`src/rtl/core/waveform_column_averager_defines.svh`:
```
// assertion macros for the waveform column averager
`ifndef WAVEFORM_COLUMN_AVERAGER_DEFINES_SVH
`define WAVEFORM_COLUMN_AVERAGER_DEFINES_SVH

// condition and consequence in the same cycle
`define WCA_ASSERT_NOW(label, clk, rst_n, pre, post) \
	label: assert property (@(posedge clk) disable iff (!rst_n) (pre) |-> (post)) \
		else $error("wca assertion failed");

// consequence in the cycle after the condition
`define WCA_ASSERT_NEXT(label, clk, rst_n, pre, post) \
	label: assert property (@(posedge clk) disable iff (!rst_n) (pre) |=> (post)) \
		else $error("wca assertion failed");

`endif

```
`src/rtl/core/wca_pkg.sv`:
```
// types and constants shared by the waveform column averager
package wca_pkg;

	localparam int COUNT_BITS = 16;
	localparam int SAMPLE_BITS = 24;
	localparam int STEP_W = 24;
	localparam int HEIGHT_W = 16;
	localparam int POS_W = 32;
	localparam int SUM_W = SAMPLE_BITS + COUNT_BITS;
	localparam int DVD_W = SUM_W + 1;
	localparam int DVS_W = COUNT_BITS + 1;
	localparam int STEP_CNT_W = $clog2(DVD_W);
	localparam int BASE_W = HEIGHT_W + 8;
	localparam int Y_W = ((SAMPLE_BITS > BASE_W) ? SAMPLE_BITS : BASE_W) + 2;
	localparam int Q_DEPTH = 4;
	localparam int Q_PTR_W = $clog2(Q_DEPTH);
	localparam int REG_IDX_W = 1;
	localparam int CFG_DATA_W = STEP_W;

	localparam logic [REG_IDX_W-1:0] REG_PIXELS_PER_SAMPLE = REG_IDX_W'(0);
	localparam logic [REG_IDX_W-1:0] REG_PLOT_HEIGHT = REG_IDX_W'(1);

	localparam logic [STEP_W-1:0] STEP_RESET = 24'h01_0000;
	localparam logic [POS_W-1:0] ONE_Q16 = 32'h0001_0000;
	localparam logic [COUNT_BITS-1:0] COUNT_MAX = '1;
	localparam logic signed [Y_W-1:0] Y_MAX = Y_W'((64'sd1 <<< (SAMPLE_BITS - 1)) - 64'sd1);
	localparam logic signed [Y_W-1:0] Y_MIN = Y_W'(-(64'sd1 <<< (SAMPLE_BITS - 1)));

	typedef struct packed {
		logic [POS_W-1:0] point_x;
		logic signed [SUM_W-1:0] sum;
		logic [COUNT_BITS-1:0] count;
		logic [HEIGHT_W-1:0] height;
	} col_t;

	typedef struct packed {
		logic full;
		logic empty;
	} q_stat_t;

endpackage

```
`src/rtl/core/wca_if.sv`:
```
// sample and point channel interfaces
interface wca_sample_if import wca_pkg::*; ();
	logic valid;
	logic ready;
	logic signed [SAMPLE_BITS-1:0] sample_value;
	logic first_sample;

	modport source (output valid, output sample_value, output first_sample, input ready);
	modport sink (input valid, input sample_value, input first_sample, output ready);
endinterface

interface wca_point_if import wca_pkg::*; ();
	logic valid;
	logic ready;
	logic [POS_W-1:0] point_x;
	logic signed [SAMPLE_BITS-1:0] point_y;

	modport source (output valid, output point_x, output point_y, input ready);
	modport sink (input valid, input point_x, input point_y, output ready);
endinterface

```
`src/rtl/core/wca_front.sv`:
```
// front end: config registers, phase and column accumulation
module wca_front import wca_pkg::*; (
	input logic clk,
	input logic arst_n,
	wca_sample_if.sink sample_ch,
	input logic wr_en,
	input logic [REG_IDX_W-1:0] wr_index,
	input logic [CFG_DATA_W-1:0] wr_data,
	input q_stat_t q_stat,
	output logic push,
	output col_t push_col
);

	logic [STEP_W-1:0] step_q;
	logic [HEIGHT_W-1:0] height_q;
	logic [POS_W-1:0] phase_q;
	logic [POS_W-1:0] x_q;
	logic signed [SUM_W-1:0] sum_q;
	logic [COUNT_BITS-1:0] count_q;

	logic accept;
	logic emit;
	logic [POS_W-1:0] phase_base;
	logic [POS_W-1:0] x_base;
	logic signed [SUM_W-1:0] sum_base;
	logic [COUNT_BITS-1:0] count_base;
	logic [POS_W:0] phase_sum;
	logic [POS_W:0] x_sum;
	logic [POS_W-1:0] phase_new;
	logic [POS_W-1:0] x_new;
	logic signed [SUM_W-1:0] sum_new;
	logic [COUNT_BITS-1:0] count_new;

	assign sample_ch.ready = !q_stat.full;

	always_comb begin
		accept = sample_ch.valid && sample_ch.ready;
		phase_base = sample_ch.first_sample ? '0 : phase_q;
		x_base = sample_ch.first_sample ? '0 : x_q;
		sum_base = sample_ch.first_sample ? '0 : sum_q;
		count_base = sample_ch.first_sample ? '0 : count_q;
		phase_sum = {1'b0, phase_base} + (POS_W + 1)'(step_q);
		x_sum = {1'b0, x_base} + (POS_W + 1)'(step_q);
		phase_new = phase_sum[POS_W] ? '1 : phase_sum[POS_W-1:0];
		x_new = x_sum[POS_W] ? '1 : x_sum[POS_W-1:0];
		sum_new = sum_base;
		count_new = count_base;
		if (count_base != COUNT_MAX) begin
			count_new = count_base + COUNT_BITS'(1);
			sum_new = sum_base + SUM_W'(sample_ch.sample_value);
		end
		emit = phase_new > ONE_Q16;
		push = accept && emit;
		push_col.point_x = x_base;
		push_col.sum = sum_new;
		push_col.count = count_new;
		push_col.height = height_q;
	end

	always_ff @(posedge clk or negedge arst_n) begin
		if (!arst_n) begin
			step_q <= STEP_RESET;
			height_q <= '0;
		end else if (wr_en) begin
			unique case (wr_index)
				REG_PIXELS_PER_SAMPLE: step_q <= wr_data[STEP_W-1:0];
				REG_PLOT_HEIGHT: height_q <= wr_data[HEIGHT_W-1:0];
				default: ;
			endcase
		end
	end

	always_ff @(posedge clk or negedge arst_n) begin
		if (!arst_n) begin
			phase_q <= '0;
			x_q <= '0;
			sum_q <= '0;
			count_q <= '0;
		end else if (accept) begin
			phase_q <= emit ? phase_new - ONE_Q16 : phase_new;
			sum_q <= emit ? '0 : sum_new;
			count_q <= emit ? '0 : count_new;
			x_q <= x_new;
		end
	end

endmodule

```
`src/rtl/core/wca_queue.sv`:
```
// small fifo of finished columns between front and back end
module wca_queue import wca_pkg::*; (
	input logic clk,
	input logic arst_n,
	input logic push,
	input col_t push_col,
	input logic pop,
	output col_t head_col,
	output q_stat_t q_stat
);

	col_t mem [Q_DEPTH];
	logic [Q_PTR_W-1:0] wr_ptr_q;
	logic [Q_PTR_W-1:0] rd_ptr_q;
	logic [Q_PTR_W:0] fill_q;
	logic do_push;
	logic do_pop;

	always_comb begin
		q_stat.full = fill_q == (Q_PTR_W + 1)'(Q_DEPTH);
		q_stat.empty = fill_q == '0;
		do_push = push && !q_stat.full;
		do_pop = pop && !q_stat.empty;
		head_col = mem[rd_ptr_q];
	end

	always_ff @(posedge clk) begin
		if (do_push) begin
			mem[wr_ptr_q] <= push_col;
		end
	end

	always_ff @(posedge clk or negedge arst_n) begin
		if (!arst_n) begin
			wr_ptr_q <= '0;
			rd_ptr_q <= '0;
			fill_q <= '0;
		end else begin
			if (do_push) begin
				wr_ptr_q <= wr_ptr_q + Q_PTR_W'(1);
			end
			if (do_pop) begin
				rd_ptr_q <= rd_ptr_q + Q_PTR_W'(1);
			end
			if (do_push && !do_pop) begin
				fill_q <= fill_q + (Q_PTR_W + 1)'(1);
			end else if (do_pop && !do_push) begin
				fill_q <= fill_q - (Q_PTR_W + 1)'(1);
			end
		end
	end

endmodule

```
`src/rtl/core/wca_back.sv`:
```
// back end: bit-serial rounded mean divider and point output register
`include "waveform_column_averager_defines.svh"

module wca_back import wca_pkg::*; (
	input logic clk,
	input logic arst_n,
	input col_t head_col,
	input q_stat_t q_stat,
	output logic pop,
	wca_point_if.source point_ch
);

	typedef enum logic [2:0] {
		ST_IDLE = 3'b001,
		ST_DIV = 3'b010,
		ST_FIN = 3'b100
	} state_t;

	state_t state_q;
	logic [STEP_CNT_W-1:0] step_q;
	logic [DVD_W-1:0] dvd_q;
	logic [DVS_W-1:0] dvs_q;
	logic [DVS_W-1:0] rem_q;
	logic neg_q;
	logic [POS_W-1:0] x_q;
	logic [BASE_W-1:0] base_q;

	logic out_valid_q;
	logic [POS_W-1:0] out_x_q;
	logic signed [SAMPLE_BITS-1:0] out_y_q;

	logic sum_neg;
	logic [DVD_W-1:0] dvd_init;
	logic [DVS_W:0] rem_sh;
	logic [DVS_W:0] rem_diff;
	logic q_bit;
	logic signed [Y_W-1:0] y_base;
	logic signed [Y_W-1:0] y_mean;
	logic signed [Y_W-1:0] y_raw;
	logic signed [SAMPLE_BITS-1:0] y_sat;
	logic out_free;
	logic load_out;

	always_comb begin
		pop = (state_q == ST_IDLE) && !q_stat.empty;
		sum_neg = head_col.sum[SUM_W-1];
		// magnitude times two plus count, negation folded into the add
		if (sum_neg) begin
			dvd_init = {~head_col.sum, 1'b0} + DVD_W'(DVS_W'(head_col.count) + DVS_W'(2));
		end else begin
			dvd_init = {head_col.sum, 1'b0} + DVD_W'(head_col.count);
		end
		rem_sh = {rem_q, dvd_q[DVD_W-1]};
		rem_diff = rem_sh - {1'b0, dvs_q};
		q_bit = rem_sh >= {1'b0, dvs_q};
		y_base = Y_W'({base_q});
		y_mean = Y_W'(dvd_q[SAMPLE_BITS-1:0]);
		y_raw = neg_q ? y_base + y_mean : y_base - y_mean;
		if (y_raw > Y_MAX) begin
			y_sat = Y_MAX[SAMPLE_BITS-1:0];
		end else if (y_raw < Y_MIN) begin
			y_sat = Y_MIN[SAMPLE_BITS-1:0];
		end else begin
			y_sat = y_raw[SAMPLE_BITS-1:0];
		end
		out_free = !out_valid_q || point_ch.ready;
		load_out = (state_q == ST_FIN) && out_free;
	end

	always_ff @(posedge clk or negedge arst_n) begin
		if (!arst_n) begin
			state_q <= ST_IDLE;
			step_q <= '0;
		end else begin
			unique case (state_q)
				ST_IDLE: begin
					if (pop) begin
						state_q <= ST_DIV;
						step_q <= '0;
					end
				end
				ST_DIV: begin
					if (step_q == STEP_CNT_W'(DVD_W - 1)) begin
						state_q <= ST_FIN;
					end else begin
						step_q <= step_q + STEP_CNT_W'(1);
					end
				end
				ST_FIN: begin
					if (out_free) begin
						state_q <= ST_IDLE;
					end
				end
				default: state_q <= ST_IDLE;
			endcase
		end
	end

	always_ff @(posedge clk) begin
		if (pop) begin
			dvd_q <= dvd_init;
			dvs_q <= {head_col.count, 1'b0};
			rem_q <= '0;
			neg_q <= sum_neg;
			x_q <= head_col.point_x;
			base_q <= {head_col.height, 8'h00};
		end else if (state_q == ST_DIV) begin
			dvd_q <= {dvd_q[DVD_W-2:0], q_bit};
			rem_q <= q_bit ? rem_diff[DVS_W-1:0] : rem_sh[DVS_W-1:0];
		end
	end

	always_ff @(posedge clk or negedge arst_n) begin
		if (!arst_n) begin
			out_valid_q <= 1'b0;
		end else if (load_out) begin
			out_valid_q <= 1'b1;
		end else if (point_ch.ready) begin
			out_valid_q <= 1'b0;
		end
	end

	always_ff @(posedge clk) begin
		if (load_out) begin
			out_x_q <= x_q;
			out_y_q <= y_sat;
		end
	end

	assign point_ch.valid = out_valid_q;
	assign point_ch.point_x = out_x_q;
	assign point_ch.point_y = out_y_q;

	`WCA_ASSERT_NOW(a_pop_only_idle, clk, arst_n, pop, state_q == ST_IDLE && !q_stat.empty)
	`WCA_ASSERT_NOW(a_step_range, clk, arst_n, state_q == ST_DIV, step_q <= STEP_CNT_W'(DVD_W - 1))
	`WCA_ASSERT_NEXT(a_div_done, clk, arst_n, state_q == ST_DIV && step_q == STEP_CNT_W'(DVD_W - 1), state_q == ST_FIN)
	`WCA_ASSERT_NEXT(a_fin_loads, clk, arst_n, load_out, out_valid_q && out_x_q == $past(x_q))

endmodule

```
`src/rtl/core/waveform_column_averager.sv`:
```
// top level of the waveform column averager
//
// channel      dir  payload                        request
// sample_ch    in   sample_value, first_sample     one amplitude sample
// point_ch     out  point_x, point_y               one plot point
//
// the front end takes one sample per cycle while the column queue has room
// the back end takes one column at a time through its idle, divide and finish states
// the queue holds four finished columns, sample_ch.ready drops when it is full
// a finished point waits in the output register while the divider starts the next one
// reset is asynchronous and clears all control state, there is no clearing pass
module waveform_column_averager import wca_pkg::*; (
	input logic clk,
	input logic arst_n,
	wca_sample_if.sink sample_ch,
	wca_point_if.source point_ch,
	input logic wr_en,
	input logic [REG_IDX_W-1:0] wr_index,
	input logic [CFG_DATA_W-1:0] wr_data
);

	logic push;
	col_t push_col;
	logic pop;
	col_t head_col;
	q_stat_t q_stat;

	wca_front u_front (
		.clk(clk),
		.arst_n(arst_n),
		.sample_ch(sample_ch),
		.wr_en(wr_en),
		.wr_index(wr_index),
		.wr_data(wr_data),
		.q_stat(q_stat),
		.push(push),
		.push_col(push_col)
	);

	wca_queue u_queue (
		.clk(clk),
		.arst_n(arst_n),
		.push(push),
		.push_col(push_col),
		.pop(pop),
		.head_col(head_col),
		.q_stat(q_stat)
	);

	wca_back u_back (
		.clk(clk),
		.arst_n(arst_n),
		.head_col(head_col),
		.q_stat(q_stat),
		.pop(pop),
		.point_ch(point_ch)
	);

endmodule
```
`src/flat_wrapper.sv`:
```
// flat-port wrapper written by rule: the top's interface ports become plain ports
module waveform_column_averager_flat import wca_pkg::*;
  (clk, arst_n, wr_en, wr_index, wr_data, sample_ch_valid, sample_ch_sample_value, sample_ch_first_sample, sample_ch_ready, point_ch_valid, point_ch_point_x, point_ch_point_y, point_ch_ready);
  wca_sample_if sample_ch_i ();
  wca_point_if point_ch_i ();
  input logic clk;
  input logic arst_n;
  input logic wr_en;
  input logic [REG_IDX_W-1:0] wr_index;
  input logic [CFG_DATA_W-1:0] wr_data;
  input wire logic [$bits(sample_ch_i.valid)-1:0] sample_ch_valid;
  input wire logic [$bits(sample_ch_i.sample_value)-1:0] sample_ch_sample_value;
  input wire logic [$bits(sample_ch_i.first_sample)-1:0] sample_ch_first_sample;
  output wire logic [$bits(sample_ch_i.ready)-1:0] sample_ch_ready;
  output wire logic [$bits(point_ch_i.valid)-1:0] point_ch_valid;
  output wire logic [$bits(point_ch_i.point_x)-1:0] point_ch_point_x;
  output wire logic [$bits(point_ch_i.point_y)-1:0] point_ch_point_y;
  input wire logic [$bits(point_ch_i.ready)-1:0] point_ch_ready;
  assign sample_ch_i.valid = sample_ch_valid;
  assign sample_ch_i.sample_value = sample_ch_sample_value;
  assign sample_ch_i.first_sample = sample_ch_first_sample;
  assign sample_ch_ready = sample_ch_i.ready;
  assign point_ch_valid = point_ch_i.valid;
  assign point_ch_point_x = point_ch_i.point_x;
  assign point_ch_point_y = point_ch_i.point_y;
  assign point_ch_i.ready = point_ch_ready;
  waveform_column_averager u_core (.clk(clk), .arst_n(arst_n), .sample_ch(sample_ch_i), .point_ch(point_ch_i), .wr_en(wr_en), .wr_index(wr_index), .wr_data(wr_data));
endmodule
```
`config.mk`:
```
export PLATFORM = sky130hd
export DESIGN_NAME = waveform_column_averager_flat
export DESIGN_NICKNAME = d
export VERILOG_FILES = /design/src/rtl/core/wca_pkg.sv /design/src/rtl/core/wca_if.sv /design/src/rtl/core/wca_front.sv /design/src/rtl/core/wca_queue.sv /design/src/rtl/core/wca_back.sv /design/src/rtl/core/waveform_column_averager.sv /design/src/flat_wrapper.sv
export VERILOG_INCLUDE_DIRS = /design/src /design/src/rtl/core
export SDC_FILE = /design/constraint.sdc
export NUM_CORES = 1
export LEC_CHECK = 0
export BUFFER_PORTS_ARGS = -buffer_cell sky130_fd_sc_hd__buf_2
export CAP_MARGIN = 20
export CORE_ASPECT_RATIO = 0.75
export CORE_MARGIN = 2
export CORE_UTILIZATION = 46
export DETAILED_ROUTE_END_ITERATION = 7
export PLACE_DENSITY = 0.69
export SYNTH_ARGS = -nofsm -noshare
export SYNTH_HDL_FRONTEND = slang
export SYNTH_HIERARCHICAL = 1
export SYNTH_SLANG_ARGS = --single-unit
```
`constraint.sdc`:
```
create_clock -name clk -period 9.6 [get_ports clk]
set_input_delay 1.92 -clock clk [delete_from_list [all_inputs] [get_ports clk]]
set_output_delay 1.92 -clock clk [all_outputs]
set_load 0.02 [all_outputs]
```
==> out/metrics.csv, run 1 <==
stage,metric,value,unit
critical_path,Worst Path Buf+Inv,2,
route,routed wire length,93800,microns
finish,Reg area,22100,sq um
critical_path,CP arrival,8080,ps
critical_path,startpoint types,input port,
power,Leak,17.1,nW
critical_path,worst reg-to-reg setup slack,3250,ps
sta,unrepaired setup endpoints after global routing,no,
logic_synthesis,Mapped Area,39700,sq um
route,vias,26207,
sta,Slew HR,0.235,
finish,Fill cells,7195,
global_routing,initial antenna violation count,3,
clocking,Post-CTS Setup Repair Bufs,0,
global_routing,GR Overflow Total,0,
logic_synthesis,library cells used by synthesis,98,
logic_synthesis,yosys warns,6,
sta,fin. max-slew vios,0,
floorplanning,Ports,113,
critical_path,CP endpoint kind,register,
critical_path,"Slowest-stage cell, CP",a41oi_1,
critical_path,Critical Path RT,9860,ps
clocking,Clock transition at path regs,60,ps
logic_synthesis,ranking of synthesized cells by area,"edfxtp_1 (44%), dfrtp_1 (11%), ha_1 (6.0%)",
finish,Final nets,3584,
sta,setup TNS,0,ps
finish,multi-input logic area,16500,sq um
global_routing,gr usage total,0.212,
route,DRC,0,
route,via/cell ratio,5.78,
clocking,CTS tree,yes,
sta,minimum clock period,7820,ps
logic_synthesis,Synth top area share,0.437,
placement,GP Congestion,0.897,
route,WL/cell,20.7,microns
critical_path,crit-path max FO,87,
sta,Fmax,0.128,GHz
sta,Finish-stage setup viols,0,
global_routing,first-pass GRT wire length,147000,microns
logic_synthesis,Post-synth EDFFs,578,
sta,Final Hold Vio Count,0,
clocking,worst-skew pair later-pin latency,660,ps
logic_synthesis,cell with the most instances after synthesis,edfxtp_1,
finish,layout cells sized above 1,0.142,
global_routing,vias in the first global route,24691,
logic_synthesis,post-synthesis cell count,3249,
power,worst vdd ir,0.177,mV
placement,port buffer count,112,
clocking,hold-fix buffers at CTS,0,
status,status,"finished, final reports clean",
critical_path,max incr delay on CP,700,ps
critical_path,"CP delay by family, top",compound AO/OA/AOI/OAI gates,
floorplanning,Cell Rows,93,
floorplanning,Die Wd,343,microns
logic_synthesis,#FFs+latches synth,772,
clocking,Max Root-Sink Buffers,3,
placement,dpl hpwl,65400,microns
clocking,cts repair resizes,0,
logic_synthesis,Synth area leader,edfxtp_1,
critical_path,"Cell Chain, Critical Path","buf_4, nor2b_1, ha_1, nand2_1, o21ai_0, nor3_1, a2111o_1, a21boi_1, nor2_1, ha_1, nand3_1, nor3_1, nand3_1, or4_1, nor4_1, a41oi_1, nor3_4, nor2_1, nor2b_1, and2_4, buf_12",
logic_synthesis,Post-synth top cells,"edfxtp_1 (578), nand2_1 (275), a21oi_1 (223)",
sta,clock skew,41.4,ps
logic_synthesis,syn nets,3503,
floorplanning,core area,85800,sq um
clocking,CTS Sinks,772,
logic_synthesis,Post-Syn Area per Cell,12.2,sq um
sta,fin crit share,0.814,
logic_synthesis,"Top FF cell, synth",edfxtp_1,
finish,Final Core Density,0.514,
logic_synthesis,part of the Yosys area used for sequential elements,0.557,
critical_path,cells on worst reg2reg path,20,
clocking,clk root buf,clkbuf_16,
route,DR pass1 iterations,6,
power,Pwr Density,331,nW/um^2
worst_hold_path,Hold WC Path Type,register to register,
route,post-route ant nets,0,
logic_synthesis,async set-reset flop share out of synthesis,0.229,
job,max_cap viols,0,
clocking,total number of H-tree levels,3,
critical_path,"Worst Path Class, Setup",input port to register,
global_routing,largest net degree at the start of global routing,88,
finish,area grow syn2layout,11.0,%
critical_path,Crit path depth,21,
clocking,Inserted Clock Buffers,76,
worst_hold_path,Min-Delay Path Depth,0,
floorplanning,Vert. Die Dim,259,microns
sta,Tightest Pin Transition,1140,ps
route,initial DRC count,2692,
floorplanning,Initial Util,0.463,
floorplanning,die area,88800,sq um
per-layer routing:
metal / track usage / share of wire / routed length (microns)
met2: 0.293 / 0.41 / 38600
met5: 0 / 0.00032 / 30
met1: 0.354 / 0.51 / 47700
met4: 0.0359 / 0.014 / 1360
met3: 0.0304 / 0.065 / 6100
kinds of logic (layout without fill, tap and decap cells):
kind of cell | Yosys count | count (layout) | synth area share
mux | 168 | 168 | 0.0768
other cells | 0 | 1 | 0
simple gates | 880 | 880 | 0.109
flops | 772 | 772 | 0.557
fa+ha+maj | 199 | 199 | 0.0642
xor+xnor | 188 | 188 | 0.0414
buf+inv | 271 | 415 | 0.0287
compound gates | 771 | 771 | 0.123
final timing paths:
| path | start | to |
|---|---|---|
| max | sample_ch_first_sample | u_core/u_queue/mem[2][57] |
| min | u_core/u_back/x_q[13] | u_core/u_back/point_ch.point_x[13] |
| max reg2reg | u_core/u_front/phase_q[14] | u_core/u_queue/mem[2][57] |
| min reg2reg | u_core/u_back/x_q[13] | u_core/u_back/point_ch.point_x[13] |
| max in group asynchronous | arst_n | u_core/u_queue/rd_ptr_q[0] |
| min in group asynchronous | arst_n | u_core/u_back/step_q[3] |
stage by stage:
step	power [mW]	instance area [sq um]	std cells	hold WS [ps]	setup slack, ps
2_1_floorplan	9.80	39700	3249	400	900
3_3_place_gp	11.4	41500	4391	405	1410
3_5_place_dp	11.5	41500	4391	406	1160
4_1_cts	14.6	44100	4532	421	1800
5_1_grt	15.5	44100	4533	424	1290
6_report	14.6	44100	4534	418	1780
cells in the final DEF (no fill, tap or decap), types with 12 or more instances in the layout:
cell,count
clkbuf_16,76
xor2_1,84
and2_1,17
nand4_1,34
ha_1,191
a211o_1,12
and3_1,24
o21a_1,27
nand3_1,61
nand2_1,273
or3_1,19
o21ai_0,208
a22o_1,20
o21bai_1,18
nor2_1,197
clkinv_2,14
nor3_1,42
xnor2_1,104
a211oi_1,21
o211ai_1,16
buf_4,28
a21oi_1,222
nand2b_1,21
nor2b_1,119
dfrtp_1,173
mux4_2,104
a21o_1,73
dfxtp_1,17
inv_1,127
a31oi_1,32
buf_2,110
mux2_2,53
edfxtp_1,578
area by class of cell:
class	instances	share of cell area
diodes	1	0.0000567
flip-flops and latches	772	0.502
multi-input cells	2206	0.375
clock buffers	94	0.0462
clock inverters	47	0.0134
well taps	1140	0.0323
inverters	128	0.0109
repair buffers	146	0.0207
sequential cells by signal (all words and copies together) (netlist names):
name,flops
u_core/u_queue/mem,416
u_core/u_back/point_ch.point_y,24
u_core/u_back/dvd_q,41
u_core/u_front/x_q,32
u_core/u_front/step_q,24
u_core/u_back/rem_q,17
u_core/u_front/phase_q,32
u_core/u_front/count_q,16
u_core/u_queue/fill_q,3
u_core/u_back/point_ch.valid,1
u_core/u_back/base_q,16
u_core/u_back/state_q,3
u_core/u_back/neg_q,1
u_core/u_queue/rd_ptr_q,2
u_core/u_queue/wr_ptr_q,2
u_core/u_back/x_q,32
u_core/u_front/height_q,16
u_core/u_back/point_ch.point_x,32
u_core/u_back/dvs_q,16
u_core/u_back/step_q,6
u_core/u_front/sum_q,40
power by group:
| group | total, mW | internal [mW] | switching (mW) |
|---|---|---|---|
| Clock | 3.12 | 1.77 | 1.35 |
| Sequential | 5.24 | 4.76 | 0.484 |
| Combinational | 6.25 | 2.45 | 3.80 |
Power figures use the tool's default switching activity.
==> run 2: changes to the inputs <==
Clock period 9.6 ns to 7.45 ns, I/O delays scaled along.
==> out/metrics.csv, run 2 (synthesis gave the netlist of run 1 again) <==
stage,metric,value,unit
placement,Post-DP Area,41600,sq um
route,initial DRC count,2465,
power,Int Pwr,11.4,mW
worst_hold_path,Hold WC Path Type,register to register,
global_routing,met2 Usage GRT,0.287,
route,WL/cell,20.7,microns
sta,fin crit share,0.900,
finish,Final nets,3594,
status,status,"finished, final reports clean",
critical_path,Critical Path RT,7980,ps
floorplanning,core area,85800,sq um
clocking,hold-fix buffers at CTS,0,
placement,dpl ws,215,ps
route,routed wire length,93800,microns
sta,unrepaired setup endpoints after global routing,no,
floorplanning,Cell Rows,93,
finish,"most common cell after layout, fill and taps aside",edfxtp_1,
critical_path,crit-path max FO,28,
clocking,Clock transition at path regs,70,ps
power,Logic pwr share,0.438,
route,vias,25976,
floorplanning,die area,88800,sq um
finish,most frequent cells in the layout,"edfxtp_1 (578), nand2_1 (273), a21oi_1 (222)",
finish,ant diodes,0,
placement,GP Congestion,0.910,
finish,max reg flops,416,
power,Reg power frac,0.362,
finish,Final Cell Area,43900,sq um
clocking,CTS tree,yes,
clocking,total number of H-tree levels,3,
finish,Top reg by flops,u_core/u_queue/mem,
sta,Fmax,0.149,GHz
route,post-route ant nets,0,
floorplanning,Ports,113,
power,Switch Pwr,7.18,mW
power,Pwr Density,423,nW/um^2
global_routing,initial antenna violation count,1,
finish,layout cells sized above 1,0.140,
global_routing,gr usage total,0.211,
clocking,cts repair resizes,0,
global_routing,GR Overflow Total,0,
global_routing,vias in the first global route,24590,
global_routing,met3 GRT Util,0.0481,
finish,area grow syn2layout,10.6,%
placement,port buffer count,112,
finish,Fill cells,7261,
sta,setup TNS,0,ps
sta,Tightest Pin Transition,995,ps
sta,worst setup margin,748,ps
finish,biggest regs,"u_core/u_queue/mem x416, u_core/u_back/dvd_q x41, u_core/u_front/sum_q x40",
critical_path,"Worst Path Class, Setup",input port to register,
sta,Finish-stage setup viols,0,
critical_path,CP arrival,7230,ps
global_routing,largest net degree at the start of global routing,89,
critical_path,startpoint types,input port,
sta,fin. max-slew vios,0,
power,worst vdd ir,0.262,mV
power,Leak,17.0,nW
sta,minimum clock period,6700,ps
clocking,Max Root-Sink Buffers,3,
global_routing,Top Usage Layer GRT,met1,
finish,Final Core Density,0.512,
global_routing,GR Util met1,0.335,
clocking,clk root buf,clkbuf_16,
floorplanning,Initial Util,0.463,
route,DR pass1 iterations,5,
power,Clock power frac,0.201,
sta,clock skew,24.5,ps
floorplanning,Die Wd,343,microns
sta,Slew HR,0.332,
clocking,Post-CTS Setup Repair Bufs,0,
power,Sw Ratio,0.386,
clocking,CTS Sinks,772,
placement,dpl hpwl,66000,microns
route,DRC,0,
critical_path,CP endpoint kind,register,
job,max_cap viols,0,
floorplanning,Vert. Die Dim,259,microns
sta,Final Hold Vio Count,0,
clocking,worst-skew pair later-pin latency,640,ps
clocking,Inserted Clock Buffers,73,
route,via/cell ratio,5.72,
sta,Fin Hold WS,419,ps
global_routing,first-pass GRT wire length,145000,microns
[run 2: cell types whose count changed in the layout (fill, tap and decap cells not counted), sizes merged]
cell | previous run | this run
buf | 145 | 157
clkbuf | 95 | 104
clkinvlp | 7 | 2
inv | 136 | 132
bufinv | 8 | 5
clkinv | 24 | 22
diode | 1 | 0
[run 2: metrics by stage]
stage | power (mW) | std cells
final | 18.6 | 4540
after global routing | 19.8 | 4540
after CTS | 18.6 | 4539
after detailed placement | 14.8 | 4404
after global placement | 14.7 | 4404
after floorplan | 12.6 | 3249
[run 2: power groups by stage]
stage	sequential (mW)	combinational, mW	clock [mW]
floorplan	6.49	6.14	0
global placement	6.79	7.91	0
detailed placement	6.81	7.99	0
CTS	6.74	8.04	3.80
global route	6.84	8.98	3.96
finish	6.72	8.13	3.72
[run 2: critical path: stages]
cell and delay [ps]:
buf_4 340, nor2b_1 140, ha_1 310, a211o_1 360, a211oi_1 340, o211ai_1 270, a22o_1 300, xor2_1 150
nor2_1 230, ha_1 200, nand3_1 60, nor3_1 160, nand3_1 100, or4_1 410, nor4_1 330, a41oi_2 310
nor3_4 290, nor2_1 50, nor2b_1 260, ha_1 310, inv_1 90, fa_1 390, mux2_2 270
[run 2: final cells by class]
| type | count | area (sq um) | share of cell area |
|---|---|---|---|
| timing repair buffer | 159 | 1000 | 0.0227 |
| clock buffer | 102 | 2010 | 0.0457 |
| clock inverter | 33 | 355 | 0.00809 |
| multi-input combinational | 2206 | 16500 | 0.376 |
| tap | 1140 | 1430 | 0.0325 |
| sequential | 772 | 22100 | 0.504 |
| inverter | 128 | 482 | 0.0110 |
[run 2: metal layers]
metal,up-vias,share of wire
met5,-,0
li1,12314,-
met3,119,0.083
met1,12663,0.49
met4,0,0.023
met2,880,0.40
[run 2: worst paths after layout]
path                                           start                           endpoint  slack [ps]  cells past startpoint
max                           sample_ch_first_sample           u_core/u_queue/fill_q[1]         750                     23
min                             u_core/u_back/x_q[5]  u_core/u_back/point_ch.point_x[5]         420                      0
max reg2reg                u_core/u_front/phase_q[0]           u_core/u_queue/fill_q[1]        1580                     23
min reg2reg                     u_core/u_back/x_q[5]  u_core/u_back/point_ch.point_x[5]         420                      0
max in group asynchronous                     arst_n         u_core/u_queue/rd_ptr_q[0]        5180                      2
min in group asynchronous                     arst_n            u_core/u_back/step_q[5]         870                      1
==> run 3: changes to the inputs <==
Settings changed: CORE_ASPECT_RATIO 0.75 to default.
==> out/metrics.csv, run 3 (synthesis gave the netlist of run 1 again) <==
stage,metric,value,unit
clocking,clk root buf,clkbuf_16,
finish,max reg flops,416,
sta,Fin Hold WS,410,ps
sta,fin crit share,0.876,
floorplanning,Die Wd,298,microns
finish,most frequent cells in the layout,"edfxtp_1 (578), nand2_1 (273), a21oi_1 (222)",
sta,Fmax,0.153,GHz
route,vias,25877,
finish,area grow syn2layout,11.6,%
global_routing,initial antenna violation count,1,
sta,fin. max-slew vios,0,
worst_hold_path,Hold WC Path Type,register to register,
clocking,Inserted Clock Buffers,80,
global_routing,largest net degree at the start of global routing,150,
placement,dpl hpwl,62100,microns
clocking,CTS tree,yes,
sta,Final Hold Vio Count,0,
finish,multi-input logic area,16500,sq um
placement,GP Congestion,0.909,
sta,Slew HR,0.258,
critical_path,crit-path max FO,42,
floorplanning,Initial Util,0.465,
placement,dpl ws,342,ps
finish,"most common cell after layout, fill and taps aside",edfxtp_1,
power,Pwr Total,19.0,mW
sta,unrepaired setup endpoints after global routing,no,
route,WL/cell,19.8,microns
floorplanning,Vert. Die Dim,298,microns
floorplanning,Ports,113,
finish,biggest regs,"u_core/u_queue/mem x416, u_core/u_back/dvd_q x41, u_core/u_front/sum_q x40",
floorplanning,core area,85400,sq um
global_routing,GR Overflow Total,0,
critical_path,CP endpoint kind,register,
sta,Finish-stage setup viols,0,
worst_hold_path,Min-Delay Path Depth,0,
route,DR pass1 iterations,6,
critical_path,worst reg-to-reg setup slack,1700,ps
clocking,Max Root-Sink Buffers,3,
status,status,"finished, final reports clean",
clocking,Post-CTS Setup Repair Bufs,0,
clocking,CTS Sinks,772,
critical_path,Critical Path RT,7750,ps
route,routed wire length,90500,microns
floorplanning,Cell Rows,107,
sta,clock skew,32.0,ps
power,Pwr Density,427,nW/um^2
critical_path,"Worst Path Class, Setup",input port to register,
power,Leak,17.2,nW
finish,Top reg by flops,u_core/u_queue/mem,
global_routing,vias in the first global route,24767,
route,post-route ant nets,0,
route,via/cell ratio,5.68,
finish,layout cells sized above 1,0.146,
global_routing,first-pass GRT wire length,142000,microns
critical_path,"Cell Chain, Critical Path","buf_4, nor2b_1, ha_1, fa_1, a211oi_1, o21ai_0, nand4_1, a2111o_1, a21boi_4, nor2_1, inv_1, ha_1, nand3_1, nor3_1, nand3_1, or4_1, nor4_1, a41oi_2, nor3_4, nor2_1, nor2b_1, and2_4, buf_4",
placement,port buffer count,112,
finish,Reg area,22100,sq um
critical_path,startpoint types,input port,
sta,Tightest Pin Transition,1110,ps
critical_path,max incr delay on CP,730,ps
power,worst vdd ir,0.247,mV
sta,minimum clock period,6530,ps
floorplanning,die area,88800,sq um
clocking,worst-skew pair later-pin latency,640,ps
finish,Fill cells,7317,
critical_path,"Slowest-stage cell, CP",and2_4,
job,max_cap viols,0,
clocking,hold-fix buffers at CTS,0,
clocking,Clock transition at path regs,60,ps
clocking,total number of H-tree levels,3,
global_routing,gr usage total,0.202,
route,DRC,0,
finish,Final nets,3600,
sta,worst setup margin,921,ps
sta,setup TNS,0,ps
clocking,cts repair resizes,0,
critical_path,CP arrival,6830,ps
critical_path,cells on worst reg2reg path,22,
route,initial DRC count,2208,
==> run 3: worst max-delay path, delay by kind of cell <==
family                   cells  cell delay (ps)
AO/OA/AOI/OAI                5             1420
adder cells (fa/ha/maj)      3              860
buffers and inverters        3              800
AND/OR/NAND/NOR             12             2190
==> run 3: layer usage <==
metal,wire (microns),share of wire,GRT usage
met1,42600,0.47,0.296
met2,41000,0.45,0.313
met3,4520,0.050,0.0278
met4,2320,0.026,0.0602
met5,0,0,0
==> run 3: where the power goes <==
group | total, mW | switching (mW) | internal, mW
clock | 4.22 | 1.71 | 2.50
combinational | 8.00 | 4.84 | 3.17
sequential | 6.74 | 0.604 | 6.13
==> run 3: through the flow <==
stage,utilization,instances,cell area [sq um]
2_1_floorplan,-,3249,39800
3_3_place_gp,0.486,4406,41500
3_5_place_dp,0.486,4406,41500
4_1_cts,0.519,4555,44300
5_1_grt,0.519,4557,44400
6_report,0.519,4559,44400
==> run 3: cell type report <==
type / count / share of cell area
diodes: 2 / 0.000113
clock inverters: 53 / 0.0146
clock buffers: 96 / 0.0486
multi-input cells: 2206 / 0.373
flip-flops and latches: 772 / 0.499
repair buffers: 158 / 0.0218
inverters: 128 / 0.0109
well taps: 1144 / 0.0323
==> run 3: worst paths after layout <==
path                                            from                                 end
setup / recovery              sample_ch_first_sample           u_core/u_queue/mem[1][15]
hold / removal                 u_core/u_back/x_q[18]  u_core/u_back/point_ch.point_x[18]
setup reg to reg           u_core/u_front/phase_q[0]           u_core/u_queue/mem[1][15]
hold reg to reg                u_core/u_back/x_q[18]  u_core/u_back/point_ch.point_x[18]
max in group asynchronous                     arst_n          u_core/u_queue/rd_ptr_q[0]
min in group asynchronous                     arst_n            u_core/u_front/sum_q[33]
